File: src/sv/mixed_radix_index_counter_defines.svh
`ifndef MIXED_RADIX_INDEX_COUNTER_DEFINES_SVH
`define MIXED_RADIX_INDEX_COUNTER_DEFINES_SVH

// same-cycle implication
`define MRI_ASSERT_SAME(label, clk, rst, ante, cons, msg) \
   label: assert property (@(posedge clk) disable iff (rst) (ante) |-> (cons)) \
      else $error(msg);

// next-cycle implication
`define MRI_ASSERT_NEXT(label, clk, rst, ante, cons, msg) \
   label: assert property (@(posedge clk) disable iff (rst) (ante) |=> (cons)) \
      else $error(msg);

`endif

File: src/sv/mri_pkg.sv
package mri_pkg;

   localparam int DIGITS         = 4;
   localparam int DIGIT_BITS     = 8;
   localparam int KEY_BITS       = 32;
   localparam int COUNT_BITS     = 3;
   localparam int CSR_INDEX_BITS = 3;
   localparam int IDX_BITS       = $clog2(DIGITS);
   localparam int DIV_STEPS      = 4;

   typedef logic [DIGIT_BITS-1:0]             digit_type;
   typedef logic [DIGITS-1:0][DIGIT_BITS-1:0] digit_vec_type;
   typedef logic [IDX_BITS-1:0]               idx_type;
   typedef logic [KEY_BITS-1:0]               key_type;
   typedef logic [COUNT_BITS-1:0]             count_type;
   typedef logic [CSR_INDEX_BITS-1:0]         csr_index_type;

   typedef enum logic [1:0] {
      CMD_LOAD_DIGITS = 2'd0,
      CMD_LOAD_KEY    = 2'd1,
      CMD_STEP_FWD    = 2'd2,
      CMD_STEP_BWD    = 2'd3
   } cmd_type;

   localparam csr_index_type CSR_DIGIT_COUNT = 3'd0;
   localparam csr_index_type CSR_RADIX_0     = 3'd1;
   localparam csr_index_type CSR_RADIX_1     = 3'd2;
   localparam csr_index_type CSR_RADIX_2     = 3'd3;
   localparam csr_index_type CSR_RADIX_3     = 3'd4;

   typedef struct packed {
      logic      start;
      key_type   dividend;
      digit_type divisor;
   } div_req_type;

   typedef struct packed {
      logic      done;
      key_type   quo;
      digit_type rem;
   } div_rsp_type;

   typedef struct packed {
      logic          start;
      digit_vec_type digits;
      digit_vec_type radices;
      idx_type       last_idx;
   } key_req_type;

   typedef struct packed {
      logic    done;
      key_type key;
      logic    ok;
   } key_rsp_type;

endpackage

File: src/sv/mri_div.sv
module mri_div import mri_pkg::*; (
   input  logic        clock,
   input  logic        reset,
   input  div_req_type div_req,
   output div_rsp_type div_rsp
);

   localparam int ROUNDS   = KEY_BITS / DIV_STEPS;
   localparam int CNT_BITS = $clog2(ROUNDS);

   logic                busy_ff, busy_in;
   logic                done_ff, done_in;
   logic [CNT_BITS-1:0] cnt_ff, cnt_in;
   key_type             quo_ff, quo_in;
   digit_type           rem_ff, rem_in;
   digit_type           div_ff, div_in;
   key_type             quo_step;
   digit_type           rem_step;

   always_comb begin
      logic [DIGIT_BITS:0] part;
      part     = '0;
      quo_step = quo_ff;
      rem_step = rem_ff;
      for (int j = 0; j < DIV_STEPS; j++) begin
         part     = {rem_step, quo_step[KEY_BITS-1]};
         quo_step = {quo_step[KEY_BITS-2:0], 1'b0};
         if (part >= {1'b0, div_ff}) begin
            part        = part - {1'b0, div_ff};
            quo_step[0] = 1'b1;
         end
         rem_step = part[DIGIT_BITS-1:0];
      end
   end

   always_comb begin
      busy_in = busy_ff;
      done_in = 1'b0;
      cnt_in  = cnt_ff;
      quo_in  = quo_ff;
      rem_in  = rem_ff;
      div_in  = div_ff;
      if (div_req.start) begin
         busy_in = 1'b1;
         cnt_in  = '0;
         quo_in  = div_req.dividend;
         rem_in  = '0;
         div_in  = div_req.divisor;
      end else if (busy_ff) begin
         quo_in = quo_step;
         rem_in = rem_step;
         cnt_in = cnt_ff + 1'b1;
         if (cnt_ff == CNT_BITS'(ROUNDS - 1)) begin
            busy_in = 1'b0;
            done_in = 1'b1;
         end
      end
   end

   always_ff @(posedge clock) begin
      if (reset) begin
         busy_ff <= 1'b0;
         done_ff <= 1'b0;
         cnt_ff  <= '0;
      end else begin
         busy_ff <= busy_in;
         done_ff <= done_in;
         cnt_ff  <= cnt_in;
      end
   end

   always_ff @(posedge clock) begin
      quo_ff <= quo_in;
      rem_ff <= rem_in;
      div_ff <= div_in;
   end

   assign div_rsp.done = done_ff;
   assign div_rsp.quo  = quo_ff;
   assign div_rsp.rem  = rem_ff;

endmodule

File: src/sv/mri_key.sv
module mri_key import mri_pkg::*; (
   input  logic        clock,
   input  logic        reset,
   input  key_req_type key_req,
   output key_rsp_type key_rsp
);

   logic      busy_ff, busy_in;
   logic      done_ff, done_in;
   logic      phase_ff, phase_in;
   idx_type   idx_ff, idx_in;
   key_type   size_ff, size_in;
   key_type   acc_ff, acc_in;
   key_type   prod_ff, prod_in;
   logic      zero_ff, zero_in;
   logic      ok_ff, ok_in;
   digit_type cur_digit;
   digit_type cur_radix;
   digit_type digit_m1;

   assign cur_digit = key_req.digits[idx_ff];
   assign cur_radix = key_req.radices[idx_ff];
   assign digit_m1  = cur_digit - 1'b1;

   always_comb begin
      busy_in  = busy_ff;
      done_in  = 1'b0;
      phase_in = phase_ff;
      idx_in   = idx_ff;
      size_in  = size_ff;
      acc_in   = acc_ff;
      prod_in  = prod_ff;
      zero_in  = zero_ff;
      ok_in    = ok_ff;
      if (key_req.start) begin
         busy_in  = 1'b1;
         phase_in = 1'b0;
         idx_in   = '0;
         size_in  = KEY_BITS'(1);
         acc_in   = '0;
         zero_in  = 1'b0;
         ok_in    = 1'b1;
      end else if (busy_ff) begin
         if (!phase_ff) begin
            prod_in  = {{(KEY_BITS - DIGIT_BITS){1'b0}}, digit_m1} * size_ff;
            zero_in  = zero_ff | (cur_digit == '0);
            ok_in    = ok_ff & (cur_digit != '0) & (cur_digit <= cur_radix);
            phase_in = 1'b1;
         end else begin
            if (!zero_ff) begin
               acc_in  = acc_ff + prod_ff;
               size_in = size_ff * {{(KEY_BITS - DIGIT_BITS){1'b0}}, cur_radix};
            end
            phase_in = 1'b0;
            if (idx_ff == key_req.last_idx) begin
               busy_in = 1'b0;
               done_in = 1'b1;
            end else begin
               idx_in = idx_ff + 1'b1;
            end
         end
      end
   end

   always_ff @(posedge clock) begin
      if (reset) begin
         busy_ff  <= 1'b0;
         done_ff  <= 1'b0;
         phase_ff <= 1'b0;
      end else begin
         busy_ff  <= busy_in;
         done_ff  <= done_in;
         phase_ff <= phase_in;
      end
   end

   always_ff @(posedge clock) begin
      idx_ff  <= idx_in;
      size_ff <= size_in;
      acc_ff  <= acc_in;
      prod_ff <= prod_in;
      zero_ff <= zero_in;
      ok_ff   <= ok_in;
   end

   assign key_rsp.done = done_ff;
   assign key_rsp.key  = zero_ff ? '0 : acc_ff + 1'b1;
   assign key_rsp.ok   = ok_ff;

endmodule

File: src/sv/mixed_radix_index_counter.sv
// Load digits and steps pass the new digits through the key unit before the result; load
// from a nonzero key first runs the iterative divider (four quotient bits a cycle) once per
// active digit, then the key unit, which works through the active digits one by one.
// One request at a time; a new one is taken once the result sits in the output register.
// Reset: digit_count 4, every radix 1, digits all zero, no result pending.
`include "mixed_radix_index_counter_defines.svh"

module mixed_radix_index_counter import mri_pkg::*; (
   input  logic                  clock,
   input  logic                  reset,
   input  logic                  req_valid,
   output logic                  req_ready,
   input  logic [1:0]            req_cmd,
   input  logic [DIGIT_BITS-1:0] req_digit_in_0,
   input  logic [DIGIT_BITS-1:0] req_digit_in_1,
   input  logic [DIGIT_BITS-1:0] req_digit_in_2,
   input  logic [DIGIT_BITS-1:0] req_digit_in_3,
   input  logic [KEY_BITS-1:0]   req_key_in,
   output logic                  rsp_valid,
   input  logic                  rsp_ready,
   output logic [DIGIT_BITS-1:0] rsp_digit_0,
   output logic [DIGIT_BITS-1:0] rsp_digit_1,
   output logic [DIGIT_BITS-1:0] rsp_digit_2,
   output logic [DIGIT_BITS-1:0] rsp_digit_3,
   output logic [KEY_BITS-1:0]   rsp_key_out,
   output logic                  rsp_in_range,
   input  logic                  csr_write_en,
   input  csr_index_type         csr_index,
   input  logic [DIGIT_BITS-1:0] csr_wdata
);

   typedef enum logic [2:0] {
      S_IDLE,
      S_DIV_START,
      S_DIV_WAIT,
      S_KEY_START,
      S_KEY_WAIT,
      S_OUT
   } state_type;

   state_type     state_ff, state_in;
   count_type     digit_count_ff;
   digit_vec_type radix_ff;
   digit_vec_type digits_ff, digits_in;
   idx_type       idx_ff, idx_in;
   key_type       k_ff, k_in;
   logic          rsp_valid_ff, rsp_valid_in;
   digit_vec_type rsp_digits_ff, rsp_digits_in;
   key_type       rsp_key_ff, rsp_key_in;
   logic          rsp_ok_ff, rsp_ok_in;

   idx_type       last_idx;
   logic [DIGITS-1:0] active;
   digit_vec_type radix_eff;
   digit_vec_type req_digits;
   digit_vec_type base_digits;
   digit_vec_type load_digits;
   digit_vec_type fwd_digits;
   digit_vec_type bwd_digits;
   cmd_type       cmd;
   div_req_type   div_req;
   div_rsp_type   div_rsp;
   key_req_type   key_req;
   key_rsp_type   key_rsp;

   assign req_digits[0] = req_digit_in_0;
   assign req_digits[1] = req_digit_in_1;
   assign req_digits[2] = req_digit_in_2;
   assign req_digits[3] = req_digit_in_3;
   assign cmd           = cmd_type'(req_cmd);

   always_comb begin
      if (digit_count_ff == '0) begin
         last_idx = '0;
      end else if (digit_count_ff > COUNT_BITS'(DIGITS)) begin
         last_idx = IDX_BITS'(DIGITS - 1);
      end else begin
         last_idx = IDX_BITS'(digit_count_ff - 1'b1);
      end
      for (int i = 0; i < DIGITS; i++) begin
         active[i]    = (IDX_BITS'(i) <= last_idx);
         radix_eff[i] = (radix_ff[i] == '0) ? DIGIT_BITS'(1) : radix_ff[i];
      end
   end

   always_comb begin
      logic carry;
      logic hunt;
      carry = 1'b1;
      hunt  = 1'b1;
      for (int i = 0; i < DIGITS; i++) begin
         base_digits[i] = active[i] ? digits_ff[i] : '0;
         load_digits[i] = active[i] ? req_digits[i] : '0;
      end
      fwd_digits = base_digits;
      bwd_digits = base_digits;
      for (int i = 0; i < DIGITS; i++) begin
         if (active[i] && carry) begin
            if ({1'b0, base_digits[i]} + 1'b1 <= {1'b0, radix_eff[i]}) begin
               fwd_digits[i] = base_digits[i] + 1'b1;
               carry         = 1'b0;
            end else begin
               fwd_digits[i] = DIGIT_BITS'(1);
            end
         end
         if (active[i] && hunt) begin
            if (base_digits[i] == DIGIT_BITS'(1)) begin
               bwd_digits[i] = radix_eff[i];
            end else begin
               bwd_digits[i] = base_digits[i] - 1'b1;
               hunt          = 1'b0;
            end
         end
      end
      if (carry) begin
         fwd_digits = '0;
      end
      if (hunt) begin
         bwd_digits = '0;
      end
   end

   assign div_req.start    = (state_ff == S_DIV_START);
   assign div_req.dividend = k_ff;
   assign div_req.divisor  = radix_eff[idx_ff];

   assign key_req.start    = (state_ff == S_KEY_START);
   assign key_req.digits   = digits_ff;
   assign key_req.radices  = radix_eff;
   assign key_req.last_idx = last_idx;

   mri_div u_div (
      .clock   (clock),
      .reset   (reset),
      .div_req (div_req),
      .div_rsp (div_rsp)
   );

   mri_key u_key (
      .clock   (clock),
      .reset   (reset),
      .key_req (key_req),
      .key_rsp (key_rsp)
   );

   always_comb begin
      state_in      = state_ff;
      digits_in     = digits_ff;
      idx_in        = idx_ff;
      k_in          = k_ff;
      rsp_valid_in  = rsp_valid_ff & ~rsp_ready;
      rsp_digits_in = rsp_digits_ff;
      rsp_key_in    = rsp_key_ff;
      rsp_ok_in     = rsp_ok_ff;
      unique case (state_ff)
         S_IDLE: begin
            if (req_valid) begin
               state_in = S_KEY_START;
               unique case (cmd)
                  CMD_LOAD_DIGITS: digits_in = load_digits;
                  CMD_LOAD_KEY: begin
                     if (req_key_in == '0) begin
                        digits_in = '0;
                     end else begin
                        digits_in = base_digits;
                        k_in      = req_key_in - 1'b1;
                        idx_in    = '0;
                        state_in  = S_DIV_START;
                     end
                  end
                  CMD_STEP_FWD: digits_in = fwd_digits;
                  CMD_STEP_BWD: digits_in = bwd_digits;
                  default:      digits_in = base_digits;
               endcase
            end
         end
         S_DIV_START: state_in = S_DIV_WAIT;
         S_DIV_WAIT: begin
            if (div_rsp.done) begin
               digits_in[idx_ff] = div_rsp.rem + 1'b1;
               k_in              = div_rsp.quo;
               if (idx_ff == last_idx) begin
                  state_in = S_KEY_START;
               end else begin
                  idx_in   = idx_ff + 1'b1;
                  state_in = S_DIV_START;
               end
            end
         end
         S_KEY_START: state_in = S_KEY_WAIT;
         S_KEY_WAIT: begin
            if (key_rsp.done) begin
               state_in = S_OUT;
            end
         end
         S_OUT: begin
            if (!rsp_valid_ff || rsp_ready) begin
               rsp_valid_in  = 1'b1;
               rsp_digits_in = digits_ff;
               rsp_key_in    = key_rsp.key;
               rsp_ok_in     = key_rsp.ok;
               state_in      = S_IDLE;
            end
         end
         default: state_in = S_IDLE;
      endcase
   end

   always_ff @(posedge clock) begin
      if (reset) begin
         state_ff     <= S_IDLE;
         digits_ff    <= '0;
         rsp_valid_ff <= 1'b0;
      end else begin
         state_ff      <= state_in;
         digits_ff     <= digits_in;
         idx_ff        <= idx_in;
         k_ff          <= k_in;
         rsp_valid_ff  <= rsp_valid_in;
         rsp_digits_ff <= rsp_digits_in;
         rsp_key_ff    <= rsp_key_in;
         rsp_ok_ff     <= rsp_ok_in;
      end
   end

   always_ff @(posedge clock) begin
      if (reset) begin
         digit_count_ff <= COUNT_BITS'(DIGITS);
         for (int i = 0; i < DIGITS; i++) begin
            radix_ff[i] <= DIGIT_BITS'(1);
         end
      end else if (csr_write_en) begin
         unique case (csr_index)
            CSR_DIGIT_COUNT: digit_count_ff <= csr_wdata[COUNT_BITS-1:0];
            CSR_RADIX_0:     radix_ff[0]    <= csr_wdata;
            CSR_RADIX_1:     radix_ff[1]    <= csr_wdata;
            CSR_RADIX_2:     radix_ff[2]    <= csr_wdata;
            CSR_RADIX_3:     radix_ff[3]    <= csr_wdata;
            default:         digit_count_ff <= digit_count_ff;
         endcase
      end
   end

   assign req_ready    = (state_ff == S_IDLE);
   assign rsp_valid    = rsp_valid_ff;
   assign rsp_digit_0  = rsp_digits_ff[0];
   assign rsp_digit_1  = rsp_digits_ff[1];
   assign rsp_digit_2  = rsp_digits_ff[2];
   assign rsp_digit_3  = rsp_digits_ff[3];
   assign rsp_key_out  = rsp_key_ff;
   assign rsp_in_range = rsp_ok_ff;

   `MRI_ASSERT_NEXT(a_busy_after_accept, clock, reset, req_valid && req_ready, !req_ready, "request accepted but block still ready")
   `MRI_ASSERT_SAME(a_in_range_key, clock, reset, rsp_valid && rsp_in_range, rsp_key_out != '0, "in-range result with zero key")
   `MRI_ASSERT_SAME(a_key_digit0, clock, reset, rsp_valid && (rsp_key_out != '0), rsp_digit_0 != '0, "nonzero key with zero low digit")

endmodule

File: config.mk
export PLATFORM = sky130hd
export DESIGN_NAME = mixed_radix_index_counter
export DESIGN_NICKNAME = d
export VERILOG_FILES = /design/src/sv/mri_pkg.sv /design/src/sv/mri_div.sv /design/src/sv/mri_key.sv /design/src/sv/mixed_radix_index_counter.sv
export VERILOG_INCLUDE_DIRS = /design/src /design/src/sv
export SDC_FILE = /design/constraint.sdc
export NUM_CORES = 2
export LEC_CHECK = 0
export BUFFER_PORTS_ARGS = -buffer_cell sky130_fd_sc_hd__buf_2
export CAP_MARGIN = 20
export CORE_MARGIN = 2
export CORE_UTILIZATION = 53
export CTS_CLUSTER_SIZE = 20
export DETAILED_ROUTE_END_ITERATION = 8
export GPL_TIMING_DRIVEN = 0
export PLACE_DENSITY = 0.7
export SLEW_MARGIN = 20
export SYNTH_ARGS = -nofsm -noshare
export SYNTH_HDL_FRONTEND = slang
export SYNTH_SLANG_ARGS = --single-unit
File: constraint.sdc
create_clock -name clock -period 9.5 [get_ports clock]
set_input_delay 1.425 -clock clock [delete_from_list [all_inputs] [get_ports clock]]
set_output_delay 1.425 -clock clock [all_outputs]
set_load 0.01 [all_outputs]
==> flow_summary_export.csv <==
group,metric,value,unit
run_status,outcome,"finished, final reports clean",
critical_path,cp_common_cell,"ha_1",
detailed_routing,first_pass_iters,7,
critical_path,start_kind,"flip-flop",
clock_tree,numCtsBuffers,39,
synth,synthArstFlopShare,0,
synth,syn_inst,3894,
clock_tree,h-tree-depth,2,
clock_tree,cts_tree,"done",
run,drv_cap,0,
sta,finClkSkew,0.0288,ns
synth,synth_top_cell_by_area,"fa_1",
place,place.port_buffers,148,
synth,synth_top_flop_cell,"edfxtp_1",
detailed_routing,drt-initial-drc-count,3209,
final_layout,area_growth,9.87,%
global_routing,grt_pass1_vias,29100,
critical_path,critPathKind,"reg2reg",
critical_path,required,9.95,ns
critical_path,crit_path_max_incr_delay,0.52,ns
sta,period_needed,8.94,ns
detailed_routing,wirelength,105,mm
sta,slew_headroom,0.288,
sta,setup_ws,0.564,ns
detailed_routing,viasPerCell,5.94,
place,place_ws,-0.0141,ns
floorplanning,rows,92,
synth,syn_nets,4500,
place,gp_congestion,1.04,
synth,seq_area_frac_synth,0.243,
min_path,hp-class,"reg2reg",
floorplanning,die_y,257,um
clock_tree,path_clk_slew,0.06,ns
pwr,p_leak,15.7,nW
synth,synth_edf_count,171,
synth,ys_types,85,
sta,max_freq,112,MHz
final_layout,fin_area,37300,um^2
clock_tree,clockRootBuffer,"clkbuf_16",
critical_path,worstPathArrival,9.38,ns
floorplanning,fp.dieArea,66100,um^2
clock_tree,ctsLongestPathBuffers,3,
place,dpl_cell_area,35900,um^2
global_routing,track_usage,0.320,
final_layout,drive_above_1_share,0.0829,
synth,ys_ff_latch,326,
synth,ys_warn_count,0,
synth,synth_area_leaders,"fa_1 (19%), edfxtp_1 (15%), dfxtp_1 (9.1%)",
critical_path,crit_fanout,10,
synth,synth_area,34000,um^2
critical_path,endpoint_kind,"flip-flop",
floorplanning,num_io_pins,149,
detailed_routing,routedWlPerCell,21.2,um
clock_tree,clock-sinks,326,
pwr,max-vdd-ir-drop,0.691,mV
clock_tree,clkLatencyLatePin,0.58,ns
global_routing,grt_pass1_wl,165,mm
global_routing,antenna_found_initial,6,
sta,hold_violations,0,
sta,period_share,0.941,
global_routing,overflow,0,
pwr,p_per_area,253,nW/um^2
global_routing,grt_max_degree,33,
final_layout,fin_nets,4703,
sta,setup_tns,0,ns
detailed_routing,ant_nets,0,
place,dp_hpwl,82.0,mm
detailed_routing,drc,0,
clock_tree,hold_buffers,0,
floorplanning,start_util,0.537,
floorplanning,dieWidth,257,um
synth,synth_top_cell_area_share,0.187,
synth,syn_avg_cell_area,8.72,um^2
critical_path,slowest_stage,"edfxtp_1",
detailed_routing,num_vias,29600,
floorplanning,core_area,63200,um^2
sta,timing.hold.ws,0.432,ns
sta,max_slew.worst_pin.slew,1.07,ns
sta,setup_viol_count_final,0,
sta,slew_violations,0,
synth,synthTopCellsByCount,"nand2_1 (520), inv_1 (375), fa_1 (317)",
synth,post-synth-top-count-cell,"nand2_1",
-- flip-flops by register name, summed over array words and instances (netlist names), 2 cells and up --
register and count:
u_div.cnt_ff 3, u_key.size_ff 32, rsp_digit_0 8, state_ff 3
u_div.rem_ff 8, rsp_key_out 32, rsp_digit_1 8, u_div.div_ff 8
u_div.quo_ff 32, digit_count_ff 3, k_ff 32, u_key.prod_ff 32
u_key.acc_ff 32, u_key.idx_ff 2, idx_ff 2, radix_ff 32
digits_ff 32, rsp_digit_2 8, rsp_digit_3 8
-- worst max-delay path: cells and delay by family (launching register included) --
kind                       cells  cell delay, ns
adders and majority gates      4            1.27
muxes                          3            0.97
and+or+nand+nor                7            1.26
buffers and inverters          5            0.93
DFF                            1            0.52
AOI/OAI and AO/OA             20            3.83
-- per-layer routing --
layer  GRT usage  vias to the layer above  share of wire
met4       0.121                        2          0.042
met3      0.0729                      301           0.10
met5           0                        -        0.00013
li1            -                    13600              -
met1       0.438                    14200           0.42
met2       0.494                     1452           0.44
-- placed cells by master, fill, tap and decap left out, types with 12 or more instances in the layout --
cell type    n
dfxtp_1    155
nand2b_1    58
ha_1       207
nor2_1     250
fa_1       317
and3_1      34
or3_1       18
nor4_1      17
nand3_1     91
xor2_1      84
xnor2_1    128
buf_4       14
nand2_1    519
mux2i_1     17
a31oi_1     32
o21a_1      31
a22oi_1     18
clkbuf_16   39
a211oi_1    31
o21ai_0    167
buf_1       15
or2_2       19
and2_1     125
nand4_1     30
mux4_2      23
inv_1      374
clkbuf_1   186
a21o_1      43
nand3b_1    17
a211o_1     12
o22ai_1     14
o21bai_1    17
edfxtp_1   171
a21oi_1    248
nor3_1      63
mux2_2      46
nor2b_1    143
buf_2      150
-- logic make-up (layout without fill, tap and decap cells) --
kind of cell / count (synthesis) / count (layout) / synth area share
DFF: 326 / 326 / 0.243
xor gates and xnor gates: 213 / 213 / 0.0549
other: 0 / 4 / 0
and+or+nand+nor: 1424 / 1424 / 0.203
AOI/OAI and AO/OA: 741 / 741 / 0.136
adders and majority gates: 524 / 524 / 0.263
muxes: 89 / 89 / 0.0367
buffers and inverters: 577 / 810 / 0.0644
-- metrics by stage --
step / total power [mW] / instances / utilization
6_report: 9.44 / 4977 / 0.590
5_1_grt: 10.1 / 4973 / 0.590
4_1_cts: 9.30 / 4969 / 0.589
3_5_place_dp: 7.65 / 4898 / 0.568
3_3_place_gp: 7.61 / 4888 / 0.566
2_1_floorplan: 6.19 / 3894 / -
-- cell type report --
type                    count  area, um^2
inverters                 375        1410
fillers                  5620       25900
plain buffers             201         779
flip-flops and latches    326        8240
multi-input cells        2991       23600
clock buffers              52        1090
repair buffers            163         873
diodes                      4        10.0
well taps                 846        1060
clock inverters            19         265
-- final timing paths --
path | start | endpoint | slack (ns) | depth (start not counted)
setup / recovery | u_div.div_ff[1]$_DFFE_PP_ | u_div.rem_ff[1]$_SDFFE_PP0P_ | 0.56 | 39
setup reg to reg | u_div.div_ff[1]$_DFFE_PP_ | u_div.rem_ff[1]$_SDFFE_PP0P_ | 0.56 | 39
hold reg to reg | digits_ff[8]$_SDFFE_PP0P_ | rsp_digit_1[0]$_DFFE_PP_ | 0.43 | 0
hold / removal | digits_ff[8]$_SDFFE_PP0P_ | rsp_digit_1[0]$_DFFE_PP_ | 0.43 | 0
-- power by group --
part           internal [mW]  leakage, nW  total [mW]  switching [mW]
clock                  0.956        0.661        1.61           0.654
combinational           2.40         12.2        5.91            3.51
sequential              1.74         2.84        1.92           0.184
total                   5.09         15.7        9.44            4.35
-- what timing repair did --
| action | in CTS | in global routing |
|---|---|---|
| setup buffers | 0 | 5 |
| resized for setup | 1 | 9 |
| hold endpoints to repair | 0 | 0 |
| pin swaps | 0 | 0 |
| cloned | 0 | 0 |
| setup endpoints to repair | 1 | 12 |
(Power assumes the default switching activity.)
